### config.mk
export PLATFORM = sky130hd
export DESIGN_NAME = cs64_seq
export DESIGN_NICKNAME = d
export VERILOG_FILES = /design/src/hw/rtl/cs64_pkg.sv /design/src/hw/rtl/cs64_seq.sv
export SDC_FILE = /design/constraint.sdc
export NUM_CORES = 1
export LEC_CHECK = 0
export BUFFER_PORTS_ARGS = -buffer_cell sky130_fd_sc_hd__buf_2
export CORE_MARGIN = 2
export CORE_UTILIZATION = 37
export CTS_CLUSTER_SIZE = 30
export DETAILED_ROUTE_END_ITERATION = 12
export HOLD_SLACK_MARGIN = 0.1
export MAX_ROUTING_LAYER = met4
export PLACE_DENSITY = 0.79
export SYNTH_ARGS = -nofsm -noshare
export SYNTH_HDL_FRONTEND = slang
export SYNTH_MEMORY_MAX_BITS = 65536
export SYNTH_SLANG_ARGS = --single-unit
### constraint.sdc
create_clock -name clk -period 2.65 [get_ports clk]
set_input_delay 0.3975 -clock clk [delete_from_list [all_inputs] [get_ports clk]]
set_output_delay 0.3975 -clock clk [all_outputs]
set_load 0.01 [all_outputs]
### src/hw/rtl/cs64_pkg.sv
// ----------------------------------------------------------------------------
// cs64_pkg
// Shared types, control word layout and the microprogram of the dual-chain
// keyed hash.
// ----------------------------------------------------------------------------
package cs64_pkg;

    localparam int WORD_W = 32;
    localparam int HASH_W = 64;
    localparam int STEP_W = 5;

    typedef logic [STEP_W-1:0] step_t;

    // configuration register indexes
    localparam logic CFG_KEY0 = 1'b0;
    localparam logic CFG_KEY1 = 1'b1;

    // microprogram entry points
    localparam step_t STEP_IDLE = 5'd0;
    localparam step_t STEP_EVEN = 5'd1;
    localparam step_t STEP_ODD  = 5'd13;
    localparam step_t STEP_FIN  = 5'd25;

    // key offsets of the word-swap chain
    localparam logic [WORD_W-1:0] SWAP_EVEN_OFS = 32'h69FB0000;
    localparam logic [WORD_W-1:0] SWAP_ODD_OFS  = 32'h13DB0000;

    typedef enum logic [1:0] {
        OP_NOP,
        OP_LOAD,   // t = base + word
        OP_MUL,    // prod = m * t
        OP_ACC     // t = prod +/- c * (t >> 16)
    } op_t;

    typedef enum logic [1:0] {
        WB_NONE,
        WB_EVEN,   // store half values, move to odd position
        WB_ODD,    // store chain values and sums, mark a pair
        WB_FIN     // emit result, clear message state
    } wb_t;

    typedef enum logic [2:0] {
        COND_NEXT,
        COND_DISPATCH,
        COND_END,
        COND_FIN,
        COND_IDLE
    } cond_t;

    typedef struct packed {
        logic              en;
        logic              sub;
        logic              key;   // add the selected key (forced odd) to m
        logic [WORD_W-1:0] m;
        logic [WORD_W-1:0] c;
    } lane_ctrl_t;

    typedef struct packed {
        op_t        op;
        lane_ctrl_t s;     // word-swap chain
        lane_ctrl_t r;     // reversible chain
        wb_t        wb;
        cond_t      cond;
    } ctrl_t;

    typedef struct packed {
        logic odd;        // next word sits at an odd position
        logic out_free;   // output register can take a result this cycle
    } dp_status_t;

    localparam lane_ctrl_t LANE_OFF = '{en: 1'b0, sub: 1'b0, key: 1'b0,
                                       m: 32'h0, c: 32'h0};

    function automatic lane_ctrl_t lc(input logic a_en, input logic a_sub,
                                      input logic a_key,
                                      input logic [WORD_W-1:0] a_m,
                                      input logic [WORD_W-1:0] a_c);
        lane_ctrl_t v;
        v.en  = a_en;
        v.sub = a_sub;
        v.key = a_key;
        v.m   = a_m;
        v.c   = a_c;
        return v;
    endfunction

    function automatic ctrl_t cw(input op_t a_op, input lane_ctrl_t a_s,
                                 input lane_ctrl_t a_r, input wb_t a_wb,
                                 input cond_t a_cond);
        ctrl_t v;
        v.op   = a_op;
        v.s    = a_s;
        v.r    = a_r;
        v.wb   = a_wb;
        v.cond = a_cond;
        return v;
    endfunction

    // Microprogram. MUL/ACC pairs form one mix step; a lane with en low holds.
    function automatic ctrl_t cs64_rom(input step_t pc);
        ctrl_t v;
        unique case (pc)
            // idle: wait for a word and branch on position / last marker
            5'd0:  v = cw(OP_NOP, LANE_OFF, LANE_OFF, WB_NONE, COND_DISPATCH);
            // even-position word
            5'd1:  v = cw(OP_LOAD, lc(1'b1, 1'b0, 1'b0, 32'h0, 32'h0),
                          lc(1'b1, 1'b0, 1'b0, 32'h0, 32'h0), WB_NONE, COND_NEXT);
            5'd2:  v = cw(OP_MUL, lc(1'b1, 1'b0, 1'b1, SWAP_EVEN_OFS, 32'h0),
                          lc(1'b1, 1'b0, 1'b1, 32'h0, 32'h0), WB_NONE, COND_NEXT);
            5'd3:  v = cw(OP_ACC, lc(1'b1, 1'b1, 1'b0, 32'h0, 32'h10FA9605),
                          lc(1'b1, 1'b0, 1'b0, 32'h0, 32'h0), WB_NONE, COND_NEXT);
            5'd4:  v = cw(OP_MUL, lc(1'b1, 1'b0, 1'b0, 32'h79F8A395, 32'h0),
                          lc(1'b1, 1'b0, 1'b0, 32'hB1110000, 32'h0), WB_NONE, COND_NEXT);
            5'd5:  v = cw(OP_ACC, lc(1'b1, 1'b0, 1'b0, 32'h0, 32'h689B6B9F),
                          lc(1'b1, 1'b1, 1'b0, 32'h0, 32'h30674EEF), WB_NONE, COND_NEXT);
            5'd6:  v = cw(OP_MUL, lc(1'b1, 1'b0, 1'b0, 32'hEA970001, 32'h0),
                          lc(1'b1, 1'b0, 1'b0, 32'h5B9F0000, 32'h0), WB_NONE, COND_NEXT);
            5'd7:  v = cw(OP_ACC, lc(1'b1, 1'b1, 1'b0, 32'h0, 32'h3C101569),
                          lc(1'b1, 1'b1, 1'b0, 32'h0, 32'h78F7A461), WB_NONE, COND_NEXT);
            5'd8:  v = cw(OP_MUL, LANE_OFF,
                          lc(1'b1, 1'b0, 1'b0, 32'hB96D0000, 32'h0), WB_NONE, COND_NEXT);
            5'd9:  v = cw(OP_ACC, LANE_OFF,
                          lc(1'b1, 1'b0, 1'b0, 32'h0, 32'h12CEB96D), WB_NONE, COND_NEXT);
            5'd10: v = cw(OP_MUL, LANE_OFF,
                          lc(1'b1, 1'b0, 1'b0, 32'h1D830000, 32'h0), WB_NONE, COND_NEXT);
            5'd11: v = cw(OP_ACC, LANE_OFF,
                          lc(1'b1, 1'b0, 1'b0, 32'h0, 32'h257E1D83), WB_NONE, COND_NEXT);
            5'd12: v = cw(OP_NOP, LANE_OFF, LANE_OFF, WB_EVEN, COND_IDLE);
            // odd-position word
            5'd13: v = cw(OP_LOAD, lc(1'b1, 1'b0, 1'b0, 32'h0, 32'h0),
                          lc(1'b1, 1'b0, 1'b0, 32'h0, 32'h0), WB_NONE, COND_NEXT);
            5'd14: v = cw(OP_MUL, lc(1'b1, 1'b0, 1'b1, SWAP_ODD_OFS, 32'h0),
                          lc(1'b1, 1'b0, 1'b1, 32'h0, 32'h0), WB_NONE, COND_NEXT);
            5'd15: v = cw(OP_ACC, lc(1'b1, 1'b1, 1'b0, 32'h0, 32'h3CE8EC25),
                          lc(1'b1, 1'b0, 1'b0, 32'h0, 32'h0), WB_NONE, COND_NEXT);
            5'd16: v = cw(OP_MUL, lc(1'b1, 1'b0, 1'b0, 32'h59C3AF2D, 32'h0),
                          lc(1'b1, 1'b0, 1'b0, 32'h16F50000, 32'h0), WB_NONE, COND_NEXT);
            5'd17: v = cw(OP_ACC, lc(1'b1, 1'b1, 1'b0, 32'h0, 32'h2232E0F1),
                          lc(1'b1, 1'b1, 1'b0, 32'h0, 32'h5D8BE90B), WB_NONE, COND_NEXT);
            5'd18: v = cw(OP_MUL, lc(1'b1, 1'b0, 1'b0, 32'h1EC90001, 32'h0),
                          lc(1'b1, 1'b0, 1'b0, 32'h96FF0000, 32'h0), WB_NONE, COND_NEXT);
            5'd19: v = cw(OP_ACC, lc(1'b1, 1'b0, 1'b0, 32'h0, 32'h35BD1EC9),
                          lc(1'b1, 1'b1, 1'b0, 32'h0, 32'h2C7C6901), WB_NONE, COND_NEXT);
            5'd20: v = cw(OP_MUL, LANE_OFF,
                          lc(1'b1, 1'b0, 1'b0, 32'h2B890000, 32'h0), WB_NONE, COND_NEXT);
            5'd21: v = cw(OP_ACC, LANE_OFF,
                          lc(1'b1, 1'b0, 1'b0, 32'h0, 32'h7C932B89), WB_NONE, COND_NEXT);
            5'd22: v = cw(OP_MUL, LANE_OFF,
                          lc(1'b1, 1'b0, 1'b0, 32'h9F690000, 32'h0), WB_NONE, COND_NEXT);
            5'd23: v = cw(OP_ACC, LANE_OFF,
                          lc(1'b1, 1'b1, 1'b0, 32'h0, 32'h405B6097), WB_NONE, COND_NEXT);
            5'd24: v = cw(OP_NOP, LANE_OFF, LANE_OFF, WB_ODD, COND_END);
            // emit result once the output register is free
            5'd25: v = cw(OP_NOP, LANE_OFF, LANE_OFF, WB_FIN, COND_FIN);
            default: v = cw(OP_NOP, LANE_OFF, LANE_OFF, WB_NONE, COND_IDLE);
        endcase
        return v;
    endfunction

endpackage

### src/hw/rtl/cs64_seq.sv
// ----------------------------------------------------------------------------
// cs64_seq
// Microcode sequencer: step counter, control ROM and branch conditions.
// ----------------------------------------------------------------------------
module cs64_seq (
    input  logic                   clk,
    input  logic                   rst_n,
    input  logic                   s_tvalid,
    input  logic                   s_tlast,
    output logic                   s_tready,
    input  cs64_pkg::dp_status_t   status,
    output cs64_pkg::ctrl_t        ctrl,
    output logic                   accept,
    output logic                   fin_go
);

    cs64_pkg::step_t pc_reg, pc_next;
    logic            last_reg, last_next;

    assign ctrl     = cs64_pkg::cs64_rom(pc_reg);
    assign s_tready = (pc_reg == cs64_pkg::STEP_IDLE);
    assign accept   = s_tvalid && s_tready;
    assign fin_go   = (ctrl.wb == cs64_pkg::WB_FIN) && status.out_free;

    always_ff @(posedge clk or negedge rst_n)
    begin
        if (!rst_n)
        begin
            pc_reg   <= cs64_pkg::STEP_IDLE;
            last_reg <= 1'b0;
        end
        else
        begin
            pc_reg   <= pc_next;
            last_reg <= last_next;
        end
    end

    always_comb
    begin
        pc_next   = pc_reg;
        last_next = accept ? s_tlast : last_reg;
        unique case (ctrl.cond)
            cs64_pkg::COND_NEXT: pc_next = pc_reg + 1'b1;
            cs64_pkg::COND_DISPATCH:
            begin
                if (accept)
                begin
                    if (status.odd)
                        pc_next = cs64_pkg::STEP_ODD;
                    else if (s_tlast)
                        pc_next = cs64_pkg::STEP_FIN;   // lone trailing word
                    else
                        pc_next = cs64_pkg::STEP_EVEN;
                end
            end
            cs64_pkg::COND_END:
                pc_next = last_reg ? cs64_pkg::STEP_FIN : cs64_pkg::STEP_IDLE;
            cs64_pkg::COND_FIN:
                pc_next = status.out_free ? cs64_pkg::STEP_IDLE : pc_reg;
            cs64_pkg::COND_IDLE: pc_next = cs64_pkg::STEP_IDLE;
            default: pc_next = cs64_pkg::STEP_IDLE;
        endcase
    end

    a_accept_starts: assert property (@(posedge clk) disable iff (!rst_n)
        accept |=> (pc_reg != cs64_pkg::STEP_IDLE))
        else $error("accepted item did not start a program");

    a_fin_holds: assert property (@(posedge clk) disable iff (!rst_n)
        (pc_reg == cs64_pkg::STEP_FIN) && !status.out_free
        |=> (pc_reg == cs64_pkg::STEP_FIN))
        else $error("finish step left while output busy");

    a_odd_entry: assert property (@(posedge clk) disable iff (!rst_n)
        (pc_reg == cs64_pkg::STEP_ODD) |-> status.odd)
        else $error("odd program entered at even position");

endmodule

Word level (Yosys, flattened, before mapping):

Memory sizes are Yosys's and may differ from the RTL's.
Cells that the tools add are included.

* register bits after elaboration: 6
* ROM bits: 3808
* bits of input ports: 6
* output and inout port bits: 144
* word-level logic and storage cells: 21
* memories kept: 1

* add/subtract/negate cells: 1
* eq/ne operators: 6
* muxes and demuxes: 6
* reduce and logical (&&, ||, !) cells: 5

Memories
* (name not given): depth 32, bits a word 119, read ports 1, clocked after Yosys merged registers in 0, wr ports 0, line cs64_pkg.sv:102 `unique case (pc)`

Operators by type and width (count)
* 5-bit 2-to-1 mux: 5
* 5-bit one-hot mux with 4 select lines: 1
* 3-bit by 2-bit equality test with 1-bit output (second input constant): 2
* 5-bit by 1-bit adder with 5-bit output (second input constant): 1
* 5-bit logical NOT: 1
* 2-bit inequality test (second input constant): 2
* 3-bit by 1-bit equality test with 1-bit output (second input constant): 1
* 3-bit logical NOT: 1
* 2-bit equality test (second input constant): 1
* 1-bit logical AND: 2
* 2-bit AND reduction: 1

Depth between registers and ports, before layout:

* depth after elaboration: 4
* mapped depth: 8
* gate-level depth less buffers: 7

Worst setup path after synthesis:

No wires, ideal clock.

* path kind: register to output
* start point: register pc_reg[2]
* end point: output ctrl[95] in the netlist's numbering
* arrival: 1.894 ns
* required time: 2.253 ns
* path slack: 0.359 ns
* cell stages (with the launch flop): 9
* buffers on the path: 4
* cell sequence: dfrtp_1 -> buf_6 -> clkinv_1 -> clkbuf_1 -> ha_1 -> clkbuf_1 -> nand2_1 -> o21ai_0 -> buf_4

RTL lines
* start: declaration: line cs64_seq.sv:17 `cs64_pkg::step_t pc_reg, pc_next;`
* start signal: assignment: line cs64_seq.sv:29 `pc_reg <= cs64_pkg::STEP_IDLE;`
* start signal: assignment: line cs64_seq.sv:34 `pc_reg <= pc_next;`
* end: declaration: line cs64_seq.sv:12 `output cs64_pkg::ctrl_t ctrl,`

==> metrics <==
status=finished clean; Die ar.=6200 um^2; register area share after synthesis=0.0726; post-synthesis instance total=336; Initial Util=0.380; Setup Crit Path Kind=reg -> out; #FFs+latches synth=6; hold_sp=s_tlast; vias=approximately 2700; DRC Markers=0; core region area=around 5400 um^2; worst slack at placement=between 200 and 300 ps; Die X=78.8 um; Critical Path Source=pc_reg[1]$_DFFE_PN0P_; diode count=0; Hold Violations, Final=0; slew margin rel.=0.627; Worst-Skew Late Latency=220 ps; overall power after layout=4.10 mW; endpoint class of the critical path=output pin; Setup WS post-layout=approximately 160 ps; CTS clk-pin slew, worst paths=40 ps; largest net degree at the start of global routing=19; max incr delay on CP=approximately 460 ps; crit path cell chain=inv_1 > ha_1 > nand2b_1 > nor2_1 > nand2_1 > inv_1 > or3_1 > buf_2; antenna violations before repair=0; VDD IR max=0.000578 V; clock tree buffer depth=2; first-pass GRT wire length=between 10 and 15 mm; Final ANT Viol Nets=0; Worst Skew=~2.2 ps; number of distinct library cells after synthesis=57; final setup violation count=0; Synth Area per Inst=about 6 um^2; Fmax=approximately 400 MHz; Routed WL=roughly 7.5 mm; nets=450; initial DRC count=between 150 and 200; worst reg2reg startpoint=pc_reg[0]$_DFFE_PN0P_; Final Slew Violations=0; top-area cell type share of the netlist area=0.167; mapped cell area=between 2000 and 2500 um^2; # fillers=between 600 and 700; slew at the pin closest to its max-slew limit=approximately 560 ps; Worst Path Buf+Inv=3; fin crit period=around 2500 ps; most instantiated library cell after synthesis=nand2_1; Pwr Density=approximately 1600 nW/um^2; Final HPWL DP=roughly 5.8 mm; Buffers on Ports=~130; Area growth syn-to-layout=25.2%; CP Launch Type=register; Static Leak=around 1.6 nW; CTS Sinks=6; GP Congestion=0.981; setup bufs post-CTS=0; fin crit share=0.939; Placed Area=approximately 2500 um^2; Root Driver=clkbuf_8; CP arrival=between 2000 and 2500 ps; Critical Path RT=between 2000 and 2500 ps; CTS tree=yes; vias in the first global route=2267; Critical Path Slowest Stage Cell=dfrtp_2; crit path max fanout=10; Setup TNS=0 ps; yosys warns=0; Synth area leaders=buf_4, nand2_1, a21oi_1; Avg WL per Cell=~15 um; Rows=27; total global-route track usage=0.232; max reg flops=5; global route overflow=0; class of the worst hold path=in -> reg; RSZ-0062 raised after global routing=no; Main synth FF type=dfrtp_1; EDFF count, synth=0; hold_ws=approximately 450 ps; total CTS buffers=3; ratio of cells with drive above 1 in the final layout=0.372; most frequent cells after synthesis=nand2_1, buf_4, a21oi_1; max_cap viols=0; Ports=150; CP top delay family=simple AND/OR/NAND/NOR gates; CTS HTree Levels=1; Crit path top cell by count=inv_1; fraction of registers with async set/reset=1.00; Initial DRT Pass Iterations=4; Final Cell Area=about 2600 um^2; vias per inst=approximately 5.2; dominant cell type by area after synthesis=buf_4; die height=78.8 um
[placed cells by master (no fill, tap or decap), types with 2 or more instances in the layout]
| master | count |
|---|---|
| and2_1 | 7 |
| nand3_1 | 10 |
| a21o_1 | 6 |
| or2_1 | 2 |
| o21ai_0 | 30 |
| buf_2 | 127 |
| o21ai_2 | 3 |
| a22o_1 | 2 |
| o22ai_1 | 5 |
| inv_1 | 10 |
| clkbuf_8 | 3 |
| a21boi_0 | 2 |
| ha_1 | 7 |
| clkinv_1 | 2 |
| conb_1 | 22 |
| nor2_1 | 19 |
| o21ai_1 | 2 |
| nor3b_1 | 2 |
| nand2_1 | 61 |
| dfrtp_1 | 4 |
| dfrtp_2 | 2 |
| a21oi_1 | 37 |
| buf_4 | 17 |
| nand2b_1 | 8 |
| a31oi_1 | 3 |
| nor2b_1 | 7 |
| o311a_1 | 2 |
| a22oi_1 | 3 |
[layer usage]
| layer | vias up | global-route usage | wire length [um] |
|---|---|---|---|
| met5 | - | - | 0 |
| met3 | 8 | 0.0239 | 749 |
| met4 | 0 | 0.0404 | 72 |
| met2 | 173 | 0.390 | 3440 |
| li1 | 1276 | - | - |
| met1 | 1198 | 0.305 | 3210 |
[final cells by class]
type | count | area [um^2] | area share
multi-input cells | 268 | 1480 | 0.573
flip-flops and latches | 6 | 153 | 0.0590
inverters | 13 | 48.8 | 0.0188
well taps | 72 | 90.1 | 0.0348
clock buffers | 3 | 41.3 | 0.0159
repair buffers | 145 | 773 | 0.299
[worst paths after layout]
path / to / slack (ps) / cells after the start
max in group asynchronous: pc_reg[1]$_DFFE_PN0P_ / 1950 / 2
setup reg to reg: pc_reg[3]$_DFFE_PN0P_ / 530 / 8
setup / recovery: ctrl[7] / 160 / 8
hold / removal: last_reg$_DFFE_PN0P_ / 450 / 2
min in group asynchronous: last_reg$_DFFE_PN0P_ / 540 / 2
hold reg to reg: last_reg$_DFFE_PN0P_ / 540 / 1
[kinds of logic (layout without fill, tap and decap cells)]
| group | Yosys count | in the layout | share of synthesized area |
|---|---|---|---|
| DFF | 6 | 6 | 0.0726 |
| xor gates and xnor gates | 2 | 2 | 0.00847 |
| adders and majority gates | 7 | 7 | 0.0423 |
| other | 1 | 22 | 0.00181 |
| and+or+nand+nor | 131 | 131 | 0.312 |
| AOI/OAI and AO/OA | 103 | 103 | 0.295 |
| muxes | 3 | 3 | 0.0169 |
| buffers and inverters | 83 | 161 | 0.250 |
[report_power, final]
group          internal, mW  switching [mW]
registers             0.145           0.119
clock network        0.0975          0.0378
logic                  1.44            2.26
[metrics by stage]
stage,instances,util
after floorplan,357,-
after global placement,503,0.465
after detailed placement,503,0.465
after CTS,507,0.475
after global routing,507,0.476
final,507,0.476
[what timing repair did]
action,4_1_cts,5_1_grt
endpoints found under the hold margin,6,0
setup endpoints to repair,0,15
gates resized for setup,0,3
hold buffers,1,0
(Power assumes the default switching activity.)
